==> src/design/ede_pkg.sv <==
// ----------------------------------------------------------------------------
// ede_pkg - shared types and helpers for the edit distance engine
// Input mode codes, the link record that runs down the cell row, and the
// saturating arithmetic that every cell uses.
// ----------------------------------------------------------------------------
package ede_pkg;

    // default reference capacity
    localparam int MAX_LEN_DEF = 64;

    // column entries and test count width
    localparam int DIST_W = 16;
    localparam int CHR_W  = 8;
    localparam int MODE_W = 2;

    // input mode codes
    localparam logic [MODE_W-1:0] MODE_REF  = 2'd0;
    localparam logic [MODE_W-1:0] MODE_TEST = 2'd1;
    localparam logic [MODE_W-1:0] MODE_END  = 2'd2;

    // record passed from one cell to the next every cycle
    typedef struct packed {
        logic              vld;     // a test byte or an end token is present
        logic              is_end;  // end token: report and clear
        logic [CHR_W-1:0]  chr;     // test byte
        logic [DIST_W-1:0] d_old;   // previous column entry of the upper cell
        logic [DIST_W-1:0] d_new;   // new column entry, or carried distance
        logic              ovf;     // dropped reference bytes, end token only
    } t_link;

    // increment that sticks at the top value
    function automatic logic [DIST_W-1:0] f_sat_inc(input logic [DIST_W-1:0] v);
        return (v == {DIST_W{1'b1}}) ? v : v + 1'b1;
    endfunction

    // smallest of three
    function automatic logic [DIST_W-1:0] f_min3(input logic [DIST_W-1:0] a,
                                                 input logic [DIST_W-1:0] b,
                                                 input logic [DIST_W-1:0] c);
        logic [DIST_W-1:0] m;
        m = (a < b) ? a : b;
        return (m < c) ? m : c;
    endfunction

endpackage

==> src/design/ede_cell.sv <==
// ----------------------------------------------------------------------------
// ede_cell - one reference position of the edit distance row
// Holds a reference byte and its column entry, updates the entry when a test
// byte passes and hands the old and new entries to the next cell.
// ----------------------------------------------------------------------------
module ede_cell #(
    parameter int CELL_IDX = 1,
    parameter int CNT_W    = 7
) (
    input  logic                     i_clk,
    input  logic                     i_rst_n,
    input  ede_pkg::t_link           i_link,
    input  logic                     i_wr_en,
    input  logic [CNT_W-1:0]         i_wr_idx,
    input  logic [ede_pkg::CHR_W-1:0] i_wr_chr,
    output ede_pkg::t_link           o_link
);

    localparam logic [ede_pkg::DIST_W-1:0] RST_D = ede_pkg::DIST_W'(CELL_IDX);
    localparam logic [CNT_W-1:0]           MY_IDX = CNT_W'(CELL_IDX - 1);

    logic                        r_vld, n_vld;
    logic [ede_pkg::CHR_W-1:0]   r_chr, n_chr;
    logic [ede_pkg::DIST_W-1:0]  r_d, n_d;
    logic [ede_pkg::DIST_W-1:0]  w_sub, w_cand;
    ede_pkg::t_link              r_link, n_link;

    // candidate entry from the three neighbors
    always_comb begin
        w_sub  = (r_chr == i_link.chr) ? i_link.d_old : ede_pkg::f_sat_inc(i_link.d_old);
        w_cand = ede_pkg::f_min3(ede_pkg::f_sat_inc(r_d),
                                 ede_pkg::f_sat_inc(i_link.d_new), w_sub);
    end

    // cell update and forwarded record
    always_comb begin
        n_vld  = r_vld;
        n_chr  = r_chr;
        n_d    = r_d;
        n_link = i_link;
        if (i_link.vld) begin
            if (i_link.is_end) begin
                n_d   = RST_D;
                n_vld = 1'b0;
                if (r_vld) begin
                    n_link.d_new = r_d;
                end
            end else if (r_vld) begin
                n_d          = w_cand;
                n_link.d_old = r_d;
                n_link.d_new = w_cand;
            end
        end
        // a reference write wins over the clearing token
        if (i_wr_en && (i_wr_idx == MY_IDX)) begin
            n_vld = 1'b1;
            n_chr = i_wr_chr;
        end
    end

    // control state and column entry
    always_ff @(posedge i_clk) begin
        if (!i_rst_n) begin
            r_vld      <= 1'b0;
            r_d        <= RST_D;
            r_link.vld <= 1'b0;
        end else begin
            r_vld  <= n_vld;
            r_d    <= n_d;
            r_link <= n_link;
        end
    end

    // reference byte
    always_ff @(posedge i_clk) begin
        r_chr <= n_chr;
    end

    assign o_link = r_link;

endmodule

==> config.mk <==
export PLATFORM = sky130hd
export DESIGN_NAME = ede_cell
export DESIGN_NICKNAME = d
export VERILOG_FILES = /design/src/design/ede_pkg.sv /design/src/design/ede_cell.sv
export SDC_FILE = /design/constraint.sdc
export NUM_CORES = 1
export LEC_CHECK = 0
export ABC_AREA = 1
export BUFFER_PORTS_ARGS = -buffer_cell sky130_fd_sc_hd__buf_2
export CAP_MARGIN = 20
export CORE_MARGIN = 2
export CORE_UTILIZATION = 61
export DETAILED_ROUTE_END_ITERATION = 12
export PLACE_DENSITY_LB_ADDON = 0.3
export SYNTH_ARGS = -nofsm -noshare
export SYNTH_HDL_FRONTEND = slang
export SYNTH_SLANG_ARGS = --single-unit
==> constraint.sdc <==
create_clock -name i_clk -period 7.07 [get_ports i_clk]
set_input_delay 1.0605 -clock i_clk [delete_from_list [all_inputs] [get_ports i_clk]]
set_output_delay 1.0605 -clock i_clk [all_outputs]
set_load 0.05 [all_outputs]
# Word level (Yosys, flattened, before mapping)

Index checks and enable logic that the tools add are counted.

Add/subtract/negate cells: 3
$lt $le $gt $ge: 2
Eq/ne operators: 4
Mux-type cells: 16
Reductions and logical operators: 7

Operator list:

| operator                | count |
|---|---|
| $mux W16                | 11 |
| $mux W32                | 2 |
| $add A16 B1 Y16 const B | 3 |
| $eq A16 B16 Y1 const B  | 3 |
| $lt A16 B16 Y1          | 2 |
| $eq A8 B8 Y1            | 1 |
| $logic_not A7 Y1        | 1 |
| $reduce_bool A2 Y1      | 3 |
| $reduce_and A2 Y1       | 2 |
| $mux W1                 | 3 |
| $logic_and A1 B1 Y1     | 1 |

Bits in registers: 68
Input bits: 61
Word-level logic and storage cells: 41

# Longest topological paths before layout

Gate-level depths: netlist of run 1.

Word-level depth: 9
Gate-level depth with buffers: 36

# Worst setup path before layout of run 1

Ideal clock, no wire load.

Path type: input port to flip-flop
Start: in i_link[1] in the netlist's numbering
End: reg r_link, in the netlist o_link[12] (data pin)
Arrival time: 4855 ps
Data required time: 6813 ps
Path slack: 1958 ps
Stages: 31
Path buffers: 3
Cells stage by stage: ha_1 nand3_1 inv_1 nand2_1 nor2_1 inv_1 nor2_1 inv_1 o21ai_0 a21oi_1 ha_1 nand2_1 nor2_1 nand3_1 nor3_1 nand2_4 nand2_4 inv_1 buf_2 nand2_1 o21ai_0 ha_1 nand2_1 nor2_1 a211oi_1 o221a_2 buf_2 buf_4 nand3_1 nand3_2 nand2_1

RTL lines:

| what                 | line           | RTL |
|---|---|---|
| from (decl)          | ede_cell.sv:12 | `input ede_pkg::t_link i_link,` |
| to (signal assigned) | ede_cell.sv:70 | `r_link <= n_link;` |
| to (decl)            | ede_cell.sv:26 | `ede_pkg::t_link r_link, n_link;` |

==> impl_results.md, run 1 <==
- Status: finished clean
- Flops & latches, synth: 68
- Hold path cells: 2
- Worst path depth: 30
- Yosys top cell by area: edfxtp_1
- Asr flop ratio synth: 0
- GRT Resource Usage Total: 0.339
- Ports: 104
- Setup-failing EPs final: 0
- Post-CTS Hold Buffers: 0
- Final ANT Viol Nets: 0
- Final worst slack: 1010 ps
- Leakage: 2.71 nW
- Setup WS pre-CTS: 738 ps
- Initial antenna violation count: 0
- Cell variety after synth: 43
- Die Wd: 96.5 um
- Maximum vdd drop: around 0.00012 V
- DR vias/cell: 5.70
- Synthesis-to-layout area growth: 14.3%
- Crit path max-delay family: simple AND/OR/NAND/NOR gates
- CTS Sinks: 68
- Tot Pwr: 0.976 mW
- Met2 usage: 0.594
- Initial Util: 0.632
- DIE AREA: 9310 sq um
- Root Driver: clkbuf_8
- Mean area per synthesized cell: 7.61 sq um
- Chip height: 96.5 um
- HPWL Detailed: 12100 um
- Worst-path fanout max: 24
- Setup_tns: 0 ps
- CP most frequent cell: nand2_4
- Slew of the pin with the lowest slew margin: 790 ps
- Fraction of layout cells with a size suffix above 1: 0.222
- Normalized max-slew margin: 0.471
- Nature of the critical path endpoint: register
- Unrepaired setup endpoints after global routing: false
- FMAX: 165 MHz
- CTS resizes: 0
- CTS tree: yes
- Clock Pin Slew Worst Setup and Hold Paths: 80 ps
- MaxCap Viol Count: 0
- Worst EP required: between 7000 and 8000 ps
- Min Tclk post-route: 6060 ps
- Number of flops mapped to enable cells by yosys: 50
- M1 GR Usage: 0.420
- Postcts setup bufs: 0
- R2r setup slk: ~1500 ps
- Core region area: 8260 sq um
- Max Transition Viols Final: 0
- Grt peak-use layer: met2
- Total CTS buffers: 9
- Seq/Total Area, Yosys: 0.357
- Top cells by count, synth: 162 x nand2_1, 79 x inv_1, 53 x nor2_1, 50 x edfxtp_1, 48 x nand3_1
- Synth warn: 0
- Ys flop type: edfxtp_1
- Setup Crit Path Kind: input pin to register
- Final wirelength: 15200 um
- GRT overflow: 0
- H-tree depth: 3
- Syn Inst Count: between 600 and 700
- Clk_lat worst skew: ~360 ps
- Final Wtd Congestion: 1.02
- Crit path launch type: input pin
- DRC: 0
- Crit-path max cell delay: 510 ps
- Row count: 33
- Via count of the first global-routing pass: 4833
- Drt pass-1 iters: 5
- Vias: 5090
- Count leader, synth: nand2_1
- Clock buffer depth: 2
- Global-route wire length before repair: 23600 um
- Arr. time, crit path: ~6300 ps
- Mapped cell area: 5220 sq um
- DR iter-0 viols: 450
- Synth area leaders: edfxtp_1 29%, nand2_1 12%, ha_1 7.4%, dfxtp_1 6.9%, inv_1 5.7%
- Power per cell area: ~160 nW/um^2
- Layout Nets: 875
- # port buffers: 103
- Reg2reg path depth: 25
- Worst path bufs/invs: 5
- CP max stage cell: o21ai_0
- Met3 Usage GRT: 0.0489
- Hold Violations, Final: 0
- Largest net degree at the start of global routing: 47
- Synth top area share: 0.288
- Tcrit/Tclk final: 0.857
- Syn_nets: 778
- Max Clock Skew: 13.3 ps
- Worst hold path class: register to register
- Drt wl/cell: 17.0 um
- ANT cells: 0
==> cell families after synthesis <==
kind of cell	after synthesis	share of synthesized area
compound gates	116	0.128
xor+xnor	31	0.0535
fa+ha+maj	31	0.0743
buf+inv	106	0.0836
flops	68	0.357
mux	1	0.00192
simple gates	333	0.302
==> report_power, final <==
part / internal [mW] / leakage, nW / switching, mW / total (mW)
Sequential: 0.450 / 0.628 / 0.00614 / 0.456
Combinational: 0.0479 / 1.99 / 0.142 / 0.190
Clock: 0.163 / 0.0885 / 0.167 / 0.330
Total: 0.661 / 2.71 / 0.315 / 0.976
==> layout make-up <==
| class | count | area [sq um] |
|---|---|---|
| Fill cell | 689 | 2290 |
| Inverter | 87 | 327 |
| Clock inverter | 6 | 66.3 |
| Timing Repair Buffer | 105 | 531 |
| Multi-Input combinational cell | 512 | 2920 |
| Clock buffer | 10 | 128 |
| Sequential cell | 68 | 1860 |
| Tap cell | 105 | 131 |
==> stage by stage <==
stage | std cells | hold slack, ps | cell area, sq um | util
global placement | 877 | 519 | 5770 | 0.699
CTS | 893 | 540 | 5970 | 0.723
floorplan | 686 | 482 | 5220 | -
global route | 893 | 580 | 5970 | 0.723
finish | 893 | 556 | 5970 | 0.723
detailed placement | 877 | 528 | 5770 | 0.699
==> per-layer routing <==
| layer | up-vias | share of wire |
|---|---|---|
| met5 | - | 0 |
| met1 | 2310 | 0.40 |
| met4 | 0 | 0.026 |
| met2 | 240 | 0.50 |
| met3 | 30 | 0.076 |
| li1 | 2510 | - |
==> tightest hold or removal path, cell delays in order (launching register included) <==
cell	delay, ps
dfxtp_1	370
nand2_1	90
a21oi_1	60
==> cells in the final DEF (no fill, tap or decap), types with 3 or more instances in the layout <==
| cell type | count |
|---|---|
| dfxtp_1 | 18 |
| xnor2_1 | 5 |
| xor2_1 | 25 |
| nand3_1 | 48 |
| nor4_1 | 11 |
| clkbuf_8 | 9 |
| ha_1 | 31 |
| buf_2 | 103 |
| a22oi_1 | 10 |
| nor2_1 | 52 |
| nor3_1 | 9 |
| nand4_1 | 9 |
| nand3_2 | 8 |
| o22ai_1 | 6 |
| edfxtp_1 | 50 |
| a21oi_1 | 38 |
| nand2_2 | 12 |
| inv_1 | 79 |
| nand2_1 | 162 |
| a21oi_2 | 5 |
| nand2_4 | 11 |
| a211oi_1 | 3 |
| o21ai_0 | 46 |
| inv_2 | 7 |
| nor2_2 | 5 |
| clkinvlp_4 | 3 |
==> state kept, by name (all words and copies together), names as in the netlist <==
name,flops
o_link,43
r_d,16
r_chr,8
r_vld,1
==> final timing paths <==
| kind | startpoint | to |
|---|---|---|
| setup / recovery | i_link[1] | o_link[9] |
| hold / removal | r_d[10] | r_d[10] |
| setup reg to reg | r_d[0] | o_link[9] |
| hold reg to reg | r_d[10] | r_d[10] |
Power figures use the tool's default switching activity.
==> run 2, diff against run 1 <==
--- a/config.mk
+++ b/config.mk
@@ -9,8 +9,10 @@
 export BUFFER_PORTS_ARGS = -buffer_cell sky130_fd_sc_hd__buf_2
 export CAP_MARGIN = 20
 export CORE_MARGIN = 2
-export CORE_UTILIZATION = 61
+export CORE_UTILIZATION = 62
+export CTS_BUF_LIST = sky130_fd_sc_hd__clkbuf_4
 export DETAILED_ROUTE_END_ITERATION = 12
+export GPL_ROUTABILITY_DRIVEN = 0
 export PLACE_DENSITY_LB_ADDON = 0.3
 export SYNTH_ARGS = -nofsm -noshare
 export SYNTH_HDL_FRONTEND = slang
==> impl_results.md, run 2 (synthesis gave the netlist of run 1 again) <==
- Drt pass-1 iters: 5
- Most frequent cells in the layout: 162 x nand2_1, 103 x buf_2, 79 x inv_1
- Clk_lat worst skew: 430 ps
- Normalized max-slew margin: 0.332
- Min Tclk post-route: ~6200 ps
- # port buffers: a little over 100
- Postcts setup bufs: 0
- Slew of the pin with the lowest slew margin: 999 ps
- Fraction of layout cells with a size suffix above 1: 0.223
- Crit path launch type: input pin
- Post-CTS Hold Buffers: 0
- Placed instance area: between 5000 and 6000 sq um
- DR vias/cell: about 5.8
- Total CTS buffers: 9
- Leakage: 2.68 nW
- Chip height: 95.8 um
- Hold slack: 555 ps
- Clock Pin Slew Worst Setup and Hold Paths: between 100 and 150 ps
- Commonest non-fill, non-tap cell in the layout: nand2_1
- Setup_tns: 0 ps
- Drt wl/cell: 16.2 um
- CTS tree: yes
- R2r setup slk: between 1000 and 1500 ps
- Clock buffer depth: 2
- Via count of the first global-routing pass: ~5000
- Final ANT Viol Nets: 0
- Row count: 33
- Ports: 104
- FMAX: 161 MHz
- Nature of the critical path endpoint: register
- Tcrit/Tclk final: 0.878
- Arr. time, crit path: 6490 ps
- Final worst slack: about 860 ps
- H-tree depth: 3
- Largest net degree at the start of global routing: 47
- GRT Resource Usage Total: 0.319
- Setup WS pre-CTS: around 760 ps
- Largest register FFs: 43
- Worst r2r dst: o_link[4]
- Reg2Reg Launch Point: r_d[0]
- Design area: 5890 sq um
- DRC: 0
- CTS Sinks: 68
- Status: finished clean
- Reg2reg path depth: 24
- Placed Cells: around 900
- Crit-path max cell delay: 530 ps
- Maximum vdd drop: 0.0000894 V
- Final wirelength: around 14000 um
- Initial Util: 0.639
- Worst EP required: 7350 ps
- Max Clock Skew: slightly above 20 ps
- ANT cells: 0
- DIE AREA: 9170 sq um
- DR iter-0 viols: approximately 380
- Worst hold path class: register to register
- Vias: 5215
- Synthesis-to-layout area growth: 12.8%
- Die Wd: 95.8 um
- Setup Crit Path Kind: input pin to register
- Hold Violations, Final: 0
- Tot Pwr: 0.870 mW
- Worst min-delay path startpoint: r_d[3]
- HPWL Detailed: 11000 um
- Power per cell area: roughly 150 nW/um^2
- CP max stage cell: o221a_2
- Hold path cells: 2
- Worst-path fanout max: 24
- CTS resizes: 0
- GRT overflow: 0
- Unrepaired setup endpoints after global routing: false
- Max Transition Viols Final: 0
- Global-route wire length before repair: 22500 um
- Initial antenna violation count: 0
- Setup-failing EPs final: 0
- Root Driver: clkbuf_4
- Core Util, Final: 0.720
- Core region area: roughly 8000 sq um
- MaxCap Viol Count: 0
- Layout Nets: 875
- Finished Layout Cells: 893
- Hold EP: r_d[3]
-- run 2: changes by cell type in the layout (fill, tap and decap cells not counted), sizes merged --
cell      delta
clkinvlp     -1
clkinv       +3
bufinv       -1
clkbuf       -1
-- run 2: critical path: cells and delay by family --
family                     cells  cell delay [ps]
and+or+nand+nor               15             2240
adders and majority gates      3              840
AOI/OAI and AO/OA              6             1610
buffers and inverters          5              730
-- run 2: per-layer routing --
layer  global-route usage  share of wire  vias up
li1                     -              -     2506
met4                0.177          0.051        0
met3               0.0525          0.074       64
met2                0.530           0.48      294
met1                0.395           0.39     2351
met5                    0              0        -
-- run 2: final cells by class --
class,instances,area [sq um]
Multi-Input combinational cell,512,2920
Clock buffer,9,67.6
Clock inverter,7,43.8
Timing Repair Buffer,105,531
Sequential cell,68,1860
Tap cell,105,131
Inverter,87,327
Fill cell,685,2290
-- run 2: report_power, final --
group	internal (mW)	switching (mW)
combinational	0.0479	0.141
clock	0.0701	0.157
sequential	0.450	0.00462
-- run 2: worst max path at each step --
stage | start | end | slack, ps
after floorplan | i_link[1] | o_link[12] | 1960
after global placement | i_link[1] | o_link[9] | 910
after detailed placement | i_link[1] | o_link[9] | 760
after CTS | i_link[1] | o_link[9] | 1060
after global routing | i_link[1] | o_link[4] | 540
final | i_link[1] | o_link[4] | 860
