<file path="config.mk">
export PLATFORM = sky130hd
export DESIGN_NAME = ede_front
export DESIGN_NICKNAME = d
export VERILOG_FILES = /design/src/design/ede_pkg.sv /design/src/design/ede_front.sv
export SDC_FILE = /design/constraint.sdc
export NUM_CORES = 1
export LEC_CHECK = 0
export BUFFER_PORTS_ARGS = -buffer_cell sky130_fd_sc_hd__buf_4
export CAP_MARGIN = 10
export CORE_MARGIN = 4
export CORE_UTILIZATION = 25
export CTS_CLUSTER_SIZE = 25
export DETAILED_ROUTE_END_ITERATION = 10
export REMOVE_ABC_BUFFERS = 1
export SYNTH_ARGS = -nofsm -noshare
export SYNTH_HDL_FRONTEND = slang
export SYNTH_SLANG_ARGS = --single-unit
</file>
<file path="constraint.sdc">
create_clock -name i_clk -period 2.5 [get_ports i_clk]
set_input_delay 0.5 -clock i_clk [delete_from_list [all_inputs] [get_ports i_clk]]
set_output_delay 0.5 -clock i_clk [all_outputs]
set_load 0.1 [all_outputs]
</file>
<file path="src/design/ede_pkg.sv">
// ----------------------------------------------------------------------------
// ede_pkg - shared types and helpers for the edit distance engine
// Input mode codes, the link record that runs down the cell row, and the
// saturating arithmetic that every cell uses.
// ----------------------------------------------------------------------------
package ede_pkg;

    // default reference capacity
    localparam int MAX_LEN_DEF = 64;

    // column entries and test count width
    localparam int DIST_W = 16;
    localparam int CHR_W  = 8;
    localparam int MODE_W = 2;

    // input mode codes
    localparam logic [MODE_W-1:0] MODE_REF  = 2'd0;
    localparam logic [MODE_W-1:0] MODE_TEST = 2'd1;
    localparam logic [MODE_W-1:0] MODE_END  = 2'd2;

    // record passed from one cell to the next every cycle
    typedef struct packed {
        logic              vld;     // a test byte or an end token is present
        logic              is_end;  // end token: report and clear
        logic [CHR_W-1:0]  chr;     // test byte
        logic [DIST_W-1:0] d_old;   // previous column entry of the upper cell
        logic [DIST_W-1:0] d_new;   // new column entry, or carried distance
        logic              ovf;     // dropped reference bytes, end token only
    } t_link;

    // increment that sticks at the top value
    function automatic logic [DIST_W-1:0] f_sat_inc(input logic [DIST_W-1:0] v);
        return (v == {DIST_W{1'b1}}) ? v : v + 1'b1;
    endfunction

    // smallest of three
    function automatic logic [DIST_W-1:0] f_min3(input logic [DIST_W-1:0] a,
                                                 input logic [DIST_W-1:0] b,
                                                 input logic [DIST_W-1:0] c);
        logic [DIST_W-1:0] m;
        m = (a < b) ? a : b;
        return (m < c) ? m : c;
    endfunction

endpackage

</file>
<file path="src/design/ede_front.sv">
// ----------------------------------------------------------------------------
// ede_front - input decoder and pair bookkeeping
// Tracks the reference length, the test length and the drop flag, steers
// reference bytes to their cell and launches test bytes and end tokens.
// ----------------------------------------------------------------------------
module ede_front #(
    parameter int MAX_LEN = ede_pkg::MAX_LEN_DEF,
    parameter int CNT_W   = $clog2(MAX_LEN + 1)
) (
    input  logic                       i_clk,
    input  logic                       i_rst_n,
    input  logic                       i_acc,
    input  logic [ede_pkg::MODE_W-1:0] i_mode,
    input  logic [ede_pkg::CHR_W-1:0]  i_chr,
    output ede_pkg::t_link             o_link,
    output logic                       o_wr_en,
    output logic [CNT_W-1:0]           o_wr_idx,
    output logic [ede_pkg::CHR_W-1:0]  o_wr_chr
);

    localparam logic [CNT_W-1:0] CNT_FULL = CNT_W'(MAX_LEN);

    logic [CNT_W-1:0]           r_cnt, n_cnt;
    logic [ede_pkg::DIST_W-1:0] r_tcnt, n_tcnt;
    logic                       r_drop, n_drop;
    ede_pkg::t_link             r_link, n_link;
    logic                       w_wr_en;

    // decode one transaction
    always_comb begin
        n_cnt  = r_cnt;
        n_tcnt = r_tcnt;
        n_drop = r_drop;
        w_wr_en = 1'b0;
        n_link        = '0;
        n_link.chr    = i_chr;
        if (i_acc) begin
            unique case (i_mode)
                ede_pkg::MODE_REF: begin
                    if (r_tcnt == '0) begin
                        if (r_cnt == CNT_FULL) begin
                            n_drop = 1'b1;
                        end else begin
                            w_wr_en = 1'b1;
                            n_cnt   = r_cnt + 1'b1;
                        end
                    end
                end
                ede_pkg::MODE_TEST: begin
                    n_link.vld   = 1'b1;
                    n_link.d_old = r_tcnt;
                    n_link.d_new = ede_pkg::f_sat_inc(r_tcnt);
                    n_tcnt       = ede_pkg::f_sat_inc(r_tcnt);
                end
                ede_pkg::MODE_END: begin
                    n_link.vld    = 1'b1;
                    n_link.is_end = 1'b1;
                    n_link.d_new  = r_tcnt;
                    n_link.ovf    = r_drop;
                    n_cnt         = '0;
                    n_tcnt        = '0;
                    n_drop        = 1'b0;
                end
                default: begin
                end
            endcase
        end
    end

    // pair state and launch stage
    always_ff @(posedge i_clk) begin
        if (!i_rst_n) begin
            r_cnt      <= '0;
            r_tcnt     <= '0;
            r_drop     <= 1'b0;
            r_link.vld <= 1'b0;
        end else begin
            r_cnt  <= n_cnt;
            r_tcnt <= n_tcnt;
            r_drop <= n_drop;
            r_link <= n_link;
        end
    end

    assign o_link   = r_link;
    assign o_wr_en  = w_wr_en;
    assign o_wr_idx = r_cnt;
    assign o_wr_chr = i_chr;

endmodule

</file>
=== Yosys cells after proc, flatten, opt, wreduce, memory -nomap -nowiden ===
Cells that the tools add are included.

* Bits in registers: 67
* Input bits: 13
* Output and inout port bits: 59
* Word-level logic and storage cells: 44

* Add/sub/neg operators: 2
* Equality and inequality tests: 7
* Mux-type cells: 15
* Reductions and logical operators: 11

{| class="wikitable"
|+ Operators by type and width
! cell !! count
|-
| $pmux W16 S2 || 2
|-
| $add A16 B1 Y16 const B || 1
|-
| $eq A16 B16 Y1 const B || 1
|-
| $logic_not A16 Y1 || 1
|-
| $mux W16 || 1
|-
| $mux W7 || 2
|-
| $pmux W7 S2 || 1
|-
| $mux W1 || 8
|-
| $reduce_and A2 Y1 || 4
|-
| $reduce_and A4 Y1 || 2
|-
| $add A7 B1 Y7 const B || 1
|-
| $eq A7 B7 Y1 const B || 1
|-
| $ne A2 B2 Y1 const B || 3
|-
| $reduce_bool A2 Y1 || 2
|-
| $eq A2 B1 Y1 const B || 1
|-
| $eq A2 B2 Y1 const B || 1
|-
| $logic_not A2 Y1 || 1
|-
| $pmux W1 S2 || 1
|-
| $reduce_or A2 Y1 || 1
|}

=== Depth between registers and ports, before layout ===
Gate-level depths: netlist of run 1.

* Depth in word-level cells: 5
* Depth in mapped cells: 8
* Depth with buffers taken out: 6

=== Worst setup path after synthesis of run 1 ===
OpenSTA, ideal clock, no wires.

* Path kind: flip-flop to output port
* From: reg r_cnt[0], in the netlist o_wr_idx[0]
* To: out o_wr_en
* Arrival time: 2929 ps
* Required time: 2000 ps
* Slack: -929 ps
* Stages on the path, launching flop included: 5
* Path buffers: 0
* Cell sequence: dfxtp_1 inv_1 ha_1 a31o_2 nor2_1

* Word-level cells in the longest chain between the ends: 5

{| class="wikitable"
|+ RTL lines
! element !! line !! text
|-
| start, declared || ede_front.sv:23 || <nowiki>logic [CNT_W-1:0] r_cnt, n_cnt;</nowiki>
|-
| start signal, assigned || ede_front.sv:78 || <nowiki>r_cnt <= n_cnt;</nowiki>
|-
| $eq A7 B7 Y1 || ede_front.sv:41 || <nowiki>if (r_cnt == CNT_FULL) begin</nowiki>
|-
| $mux W1 || ede_front.sv:41 ||
|-
| $mux W1 || ede_front.sv:40 || <nowiki>if (r_tcnt == '0) begin</nowiki>
|-
| $mux W1 || ede_front.sv:38 || <nowiki>unique case (i_mode)</nowiki>
|-
| $mux W1 || ede_front.sv:37 || <nowiki>if (i_acc) begin</nowiki>
|-
| end, declared || ede_front.sv:16 || <nowiki>output logic o_wr_en,</nowiki>
|}

No other way between the ends.

=== Worst setup path in the final report of run 1 ===
* From: reg r_tcnt[9] (netlist name)
* To: out o_wr_en

* Word-level cells in the longest chain between the ends: 4

{| class="wikitable"
|+ RTL lines
! element !! line !! text
|-
| start, declared || ede_front.sv:24 || <nowiki>logic [ede_pkg::DIST_W-1:0] r_tcnt, n_tcnt;</nowiki>
|-
| start signal, assigned || ede_front.sv:79 || <nowiki>r_tcnt <= n_tcnt;</nowiki>
|-
| $logic_not A16 Y1 || ede_front.sv:40 ||
|-
| $mux W1 || ede_front.sv:40 ||
|-
| $mux W1 || ede_front.sv:38 ||
|-
| $mux W1 || ede_front.sv:37 ||
|}

No other way between the ends.

==> impl_metrics.ini, run 1 <==
[pwr]
power.density_nw_per_um2 = 678.4
leakage_nw = 1.832
power.total_mw = 3.236
ir_drop_mv = 0.2810

[synthesis]
yosysMostFrequentCell = edfxtp_1
avgSynthCellArea_um2 = 9.971
seq_area_frac_synth = 0.4894
synth-seq-cells = 67
synth_flop_cell = edfxtp_1
synthArstFlopShare = 0
synth_top_area_cell = edfxtp_1
synth_top_area_share = 0.3504
synthCells = 361
netlist_top_cells_count = edfxtp_1, nand2_1, dfxtp_1
synthDistinctLibCells = 54
syn-cell-area_um2 = 3600
synth_edf_count = 42
synth.yosys.warnings = 0
synth_area_leaders = edfxtp_1, dfxtp_1, and3_1

[global_routing]
grt_pass1_wl_um = 16880
grt_usage = 0.1304
grt_pass1_vias = 3233
grt_max_degree = 29
grt_overflow_total = 0
antenna_found_initial = 0

[clock_tree]
insertion_delay_ns = 0.33
cts.clk_slew.worst_paths_ns = 0.06
postCtsSetupBuffers = 0
clock-sinks = 67
cts_tree = yes
cts_root_buf = clkbuf_16
cts.path.max_buffers = 2
numCtsBuffers = 9
htreeDepth = 3

[job]
drv_cap = 0

[floorplan]
start_util = 0.2573
die_h_um = 128.0
coreArea_um2 = 13990
dieArea_um2 = 16380
ioPinCount = 72
rows = 43
die_w_um = 128.0

[setup_path]
max_stage_delay_ns = 0.45
r2r_slack_ns = 0.26
r2r-start = r_tcnt[8]
crit_required_ns = 2.00
cp.arrival_ns = 1.78
start_kind = register
cp_top_family = simple AND/OR/NAND/NOR gates
critPathSlowestCell = nor4b_2
ff2ff_path_depth = 5
crit_chain = nor4b_2, nand4_1, nor2_2, buf_12
cp-end-kind = primary output
r2r-end = o_link[1]
path_class = register to primary output
cp_max_fo = 11
crit_buf_inv = 1

[timing]
whs_ns = 0.3554
tightest_slew_ns = 0.5804
rsz0062_at_grt = no
skew_ns = 0.006938
hold_viol = 0
maxSlewHeadroom = 0.6130
slew_viol_final = 0
fin_crit_ns = 2.283
fmax_ghz = 0.4380
fin_crit_sh = 0.9133
setup_violations = 0

[worst_hold_path]
hold_path_class = primary input to register
whs_endpoint = o_link[37]
min_from = i_chr[4]
hold_depth = 1

[routing]
first_pass_iters = 5
via_per_inst = 5.309
vias = 3265
drtAntennaViolNets = 0
drt_iter0_markers = 229
drc = 0
detail_route.wl_per_cell_um = 17.25
routed_wl_um = 10610

[cells_and_area]
n_fill_cell = 1432
areaGrowthSynthToFinish_pct = 32.53
design_area_um2 = 4771
final_util = 0.3411
drive_above_1_share = 0.3057
diodes = 0
fin_nets = 450
stdcell_count = 615

[placed_design]
place_congestion = 0.9214
port_buffers = 71
placed_cell_area_um2 = 4369
placedCellCount = 599
dpl.hpwl_um = 7493

[outcome]
status = finished clean
==> how the worst max path moves through the flow <==
| stage | startpoint | to | cells past startpoint |
|---|---|---|---|
| final | r_tcnt[9] | o_wr_en | 4 |
| after global routing | r_tcnt[8] | o_link[1] | 5 |
| after CTS | r_tcnt[0] | o_wr_en | 6 |
| after detailed placement | i_acc | o_wr_en | 5 |
| after global placement | i_acc | o_wr_en | 5 |
| after floorplan | o_wr_idx[0] | o_wr_en | 4 |
==> state kept, by name, summed over array words and instances, names as in the netlist <==
name      count
o_link       43
r_tcnt       16
o_wr_idx      7
r_drop        1
==> cell type report <==
| class | instances | area (um2) | share of cell area |
|---|---|---|---|
| inverters | 16 | 60.06 | 0.01259 |
| flip-flops and latches | 67 | 1762 | 0.3693 |
| clock buffers | 10 | 229.0 | 0.04799 |
| clock inverters | 6 | 115.1 | 0.02413 |
| multi-input cells | 238 | 1619 | 0.3394 |
| well taps | 180 | 225.2 | 0.04721 |
| repair buffers | 98 | 760.7 | 0.1595 |
==> worst reg2reg max path, delay by kind of cell, from the launching register on <==
kind,cells,cell delay [ns]
AOI/OAI and AO/OA,2,0.42
buffers and inverters,1,0.22
DFF,1,0.61
and+or+nand+nor,2,0.78
==> routing by layer <==
metal,GRT usage,part of all wire
met1,0.1684,0.43
met2,0.2073,0.47
met3,0.03500,0.084
met4,0.05181,0.019
met5,0,0
==> cell usage in the layout (no fill, tap or decap), drive strengths merged, types with 3 or more instances in the layout <==
| cell | n |
|---|---|
| nor2 | 15 |
| o211ai | 9 |
| or4 | 4 |
| dfxtp | 25 |
| or3 | 5 |
| o311ai | 9 |
| a41o | 3 |
| and3 | 22 |
| nand4 | 11 |
| a311oi | 7 |
| edfxtp | 42 |
| buf | 98 |
| o22ai | 4 |
| o21ai | 4 |
| inv | 16 |
| o32ai | 3 |
| a31oi | 19 |
| clkbuf | 10 |
| and4 | 5 |
| bufinv | 3 |
| and2 | 3 |
| a21oi | 11 |
| nor4 | 5 |
| or2 | 4 |
| ha | 7 |
| a211oi | 5 |
| nor3 | 7 |
| nand4b | 3 |
| a41oi | 7 |
| nand2 | 31 |
| nand3 | 16 |
==> through the flow <==
| step | setup slack, ns | setup TNS [ns] |
|---|---|---|
| 2_1_floorplan | -0.9293 | -0.9293 |
| 3_3_place_gp | 0.1452 | 0 |
| 3_5_place_dp | 0.1589 | 0 |
| 4_1_cts | 0.01161 | 0 |
| 5_1_grt | 0.04088 | 0 |
| 6_report | 0.2167 | 0 |
==> cell families after synthesis <==
group / Yosys count / synth area share
multiplexers: 1 / 0.002781
buffers and inverters: 56 / 0.07334
adder cells (fa/ha/maj): 7 / 0.02433
AO/OA/AOI/OAI: 90 / 0.1849
flip-flops: 67 / 0.4894
AND/OR/NAND/NOR: 140 / 0.2252
==> repair_timing <==
item	CTS	global route
hold buffers	0	0
resized for setup	3	8
setup endpoints to repair	1	1
pin swaps	0	1
==> power breakdown <==
part	internal (mW)	switching [mW]
Combinational	0.111	0.450
Sequential	1.21	0.0160
Clock	0.977	0.473
Total	2.30	0.938
Note: power is estimated with default switching activity, not from simulation.
==> inputs of run 2 (changes only) <==
==> constraint.sdc (replaced) <==
create_clock -name i_clk -period 2.5 [get_ports i_clk]
set_input_delay 0.25 -clock i_clk [delete_from_list [all_inputs] [get_ports i_clk]]
set_output_delay 0.25 -clock i_clk [all_outputs]
set_load 0.1 [all_outputs]
==> impl_metrics.ini, run 2 (synthesized netlist as in run 1, its figures left out) <==
[timing]
maxSlewHeadroom = 0.5230
skew_ns = 0.006484
slew_viol_final = 0
fmax_ghz = 0.4119
whs_ns = 0.09839
fin_crit_ns = 2.428
hold_viol = 0
fin_crit_sh = 0.9711
rsz0062_at_grt = no
setup_violations = 0
tightest_slew_ns = 0.7138

[setup_path]
r2r-end = o_link[6]
cp_max_fo = 8
path_class = register to primary output
r2r_slack_ns = 0.27
crit_required_ns = 2.25
cp.arrival_ns = 2.18
start_kind = register
r2r-start = r_tcnt[0]
cp-end-kind = primary output
ff2ff_path_depth = 5
crit_start = r_tcnt[0]

[clock_tree]
ctsHoldBuffers = 0
postCtsSetupBuffers = 0
clock-sinks = 67
htreeDepth = 3
numCtsBuffers = 9
ctsResizeCount = 0
cts.clk_slew.worst_paths_ns = 0.05
cts.path.max_buffers = 2
cts_root_buf = clkbuf_16
cts_tree = yes
insertion_delay_ns = 0.34

[routing]
drtAntennaViolNets = 0
routed_wl_um = 10740
detail_route.wl_per_cell_um = 17.72
first_pass_iters = 5
via_per_inst = 5.320
drt_iter0_markers = 357
vias = 3224
drc = 0

[worst_hold_path]
whs_endpoint = o_link[37]
hold_path_class = primary input to register
hold_depth = 1
min_from = i_chr[4]

[pwr]
ir_drop_mv = 0.3004
power.density_nw_per_um2 = 675.2
power.total_mw = 3.106
leakage_nw = 1.741

[global_routing]
antenna_found_initial = 0
grt_overflow_total = 0
grt_max_degree = 34
grt_usage = 0.1316
grt_pass1_vias = 3194
grt_pass1_wl_um = 16970

[cells_and_area]
drive_above_1_share = 0.2746
final_cell_mix = buf_4, edfxtp_1, nand2_1
fin_nets = 441
areaGrowthSynthToFinish_pct = 27.77
diodes = 0
largest_reg_flops = 43
final_common_cell = buf_4

[floorplan]
ioPinCount = 72
rows = 43
start_util = 0.2573
die_w_um = 128.0
coreArea_um2 = 13990
die_h_um = 128.0
dieArea_um2 = 16380

[placed_design]
dpl.hpwl_um = 7460
port_buffers = 71
place_congestion = 0.9548

[outcome]
status = finished clean

[job]
drv_cap = 0
==> run 2: cell types whose count changed in the layout (fill, tap and decap cells not counted), sizes merged <==
cell,before,now
buf,98,89
bufinv,3,2
clkinv,2,3
==> run 2: worst max path at each step <==
stage	end	slack (ns)	depth (start not counted)
floorplan	o_wr_en	-0.68	4
global placement	o_link[6]	0.41	5
detailed placement	o_link[6]	0.31	5
CTS	o_wr_en	0.12	6
global route	o_wr_en	0.002	6
finish	o_wr_en	0.07	6
==> run 2: worst max-delay path, cell delays in order (launching register included) <==
cell	delay, ns
dfxtp_1	0.38
inv_1	0.16
ha_1	0.17
nor4b_1	0.44
nand4_1	0.21
nor2_1	0.16
buf_4	0.30
==> run 2: per-layer routing <==
layer,track usage,vias to the layer above,share of wire
met3,0.03625,18,0.062
met1,0.1739,1570,0.46
met4,0.05556,0,0.021
met2,0.2024,114,0.46
met5,0,-,0
li1,-,1522,-
==> run 2: power breakdown <==
group	switching, mW	internal, mW	leakage (nW)
Combinational	0.448	0.101	0.968
Clock	0.465	0.865	0.150
Sequential	0.0158	1.21	0.623
==> run 2: through the flow <==
step                      area, um2  utilization  worst slack [ns]  setup TNS, ns  std cells
after detailed placement       4289       0.3066            0.3094              0        590
after global routing           4599       0.3288          0.002347              0        606
after floorplan                3396            -           -0.6793        -0.6793        321
after global placement         4289       0.3066            0.4147              0        590
after CTS                      4599       0.3288            0.1183              0        606
final                          4599       0.3288           0.07232              0        606
==> run 2: area by class of cell <==
cell class	instances	area, um2
Tap cell	180	225.2
Sequential cell	67	1762
Clock buffer	10	229.0
Clock inverter	6	81.33
Fill cell	1441	9389
Multi-Input combinational cell	238	1574
Inverter	16	60.06
Timing Repair Buffer	89	668.1
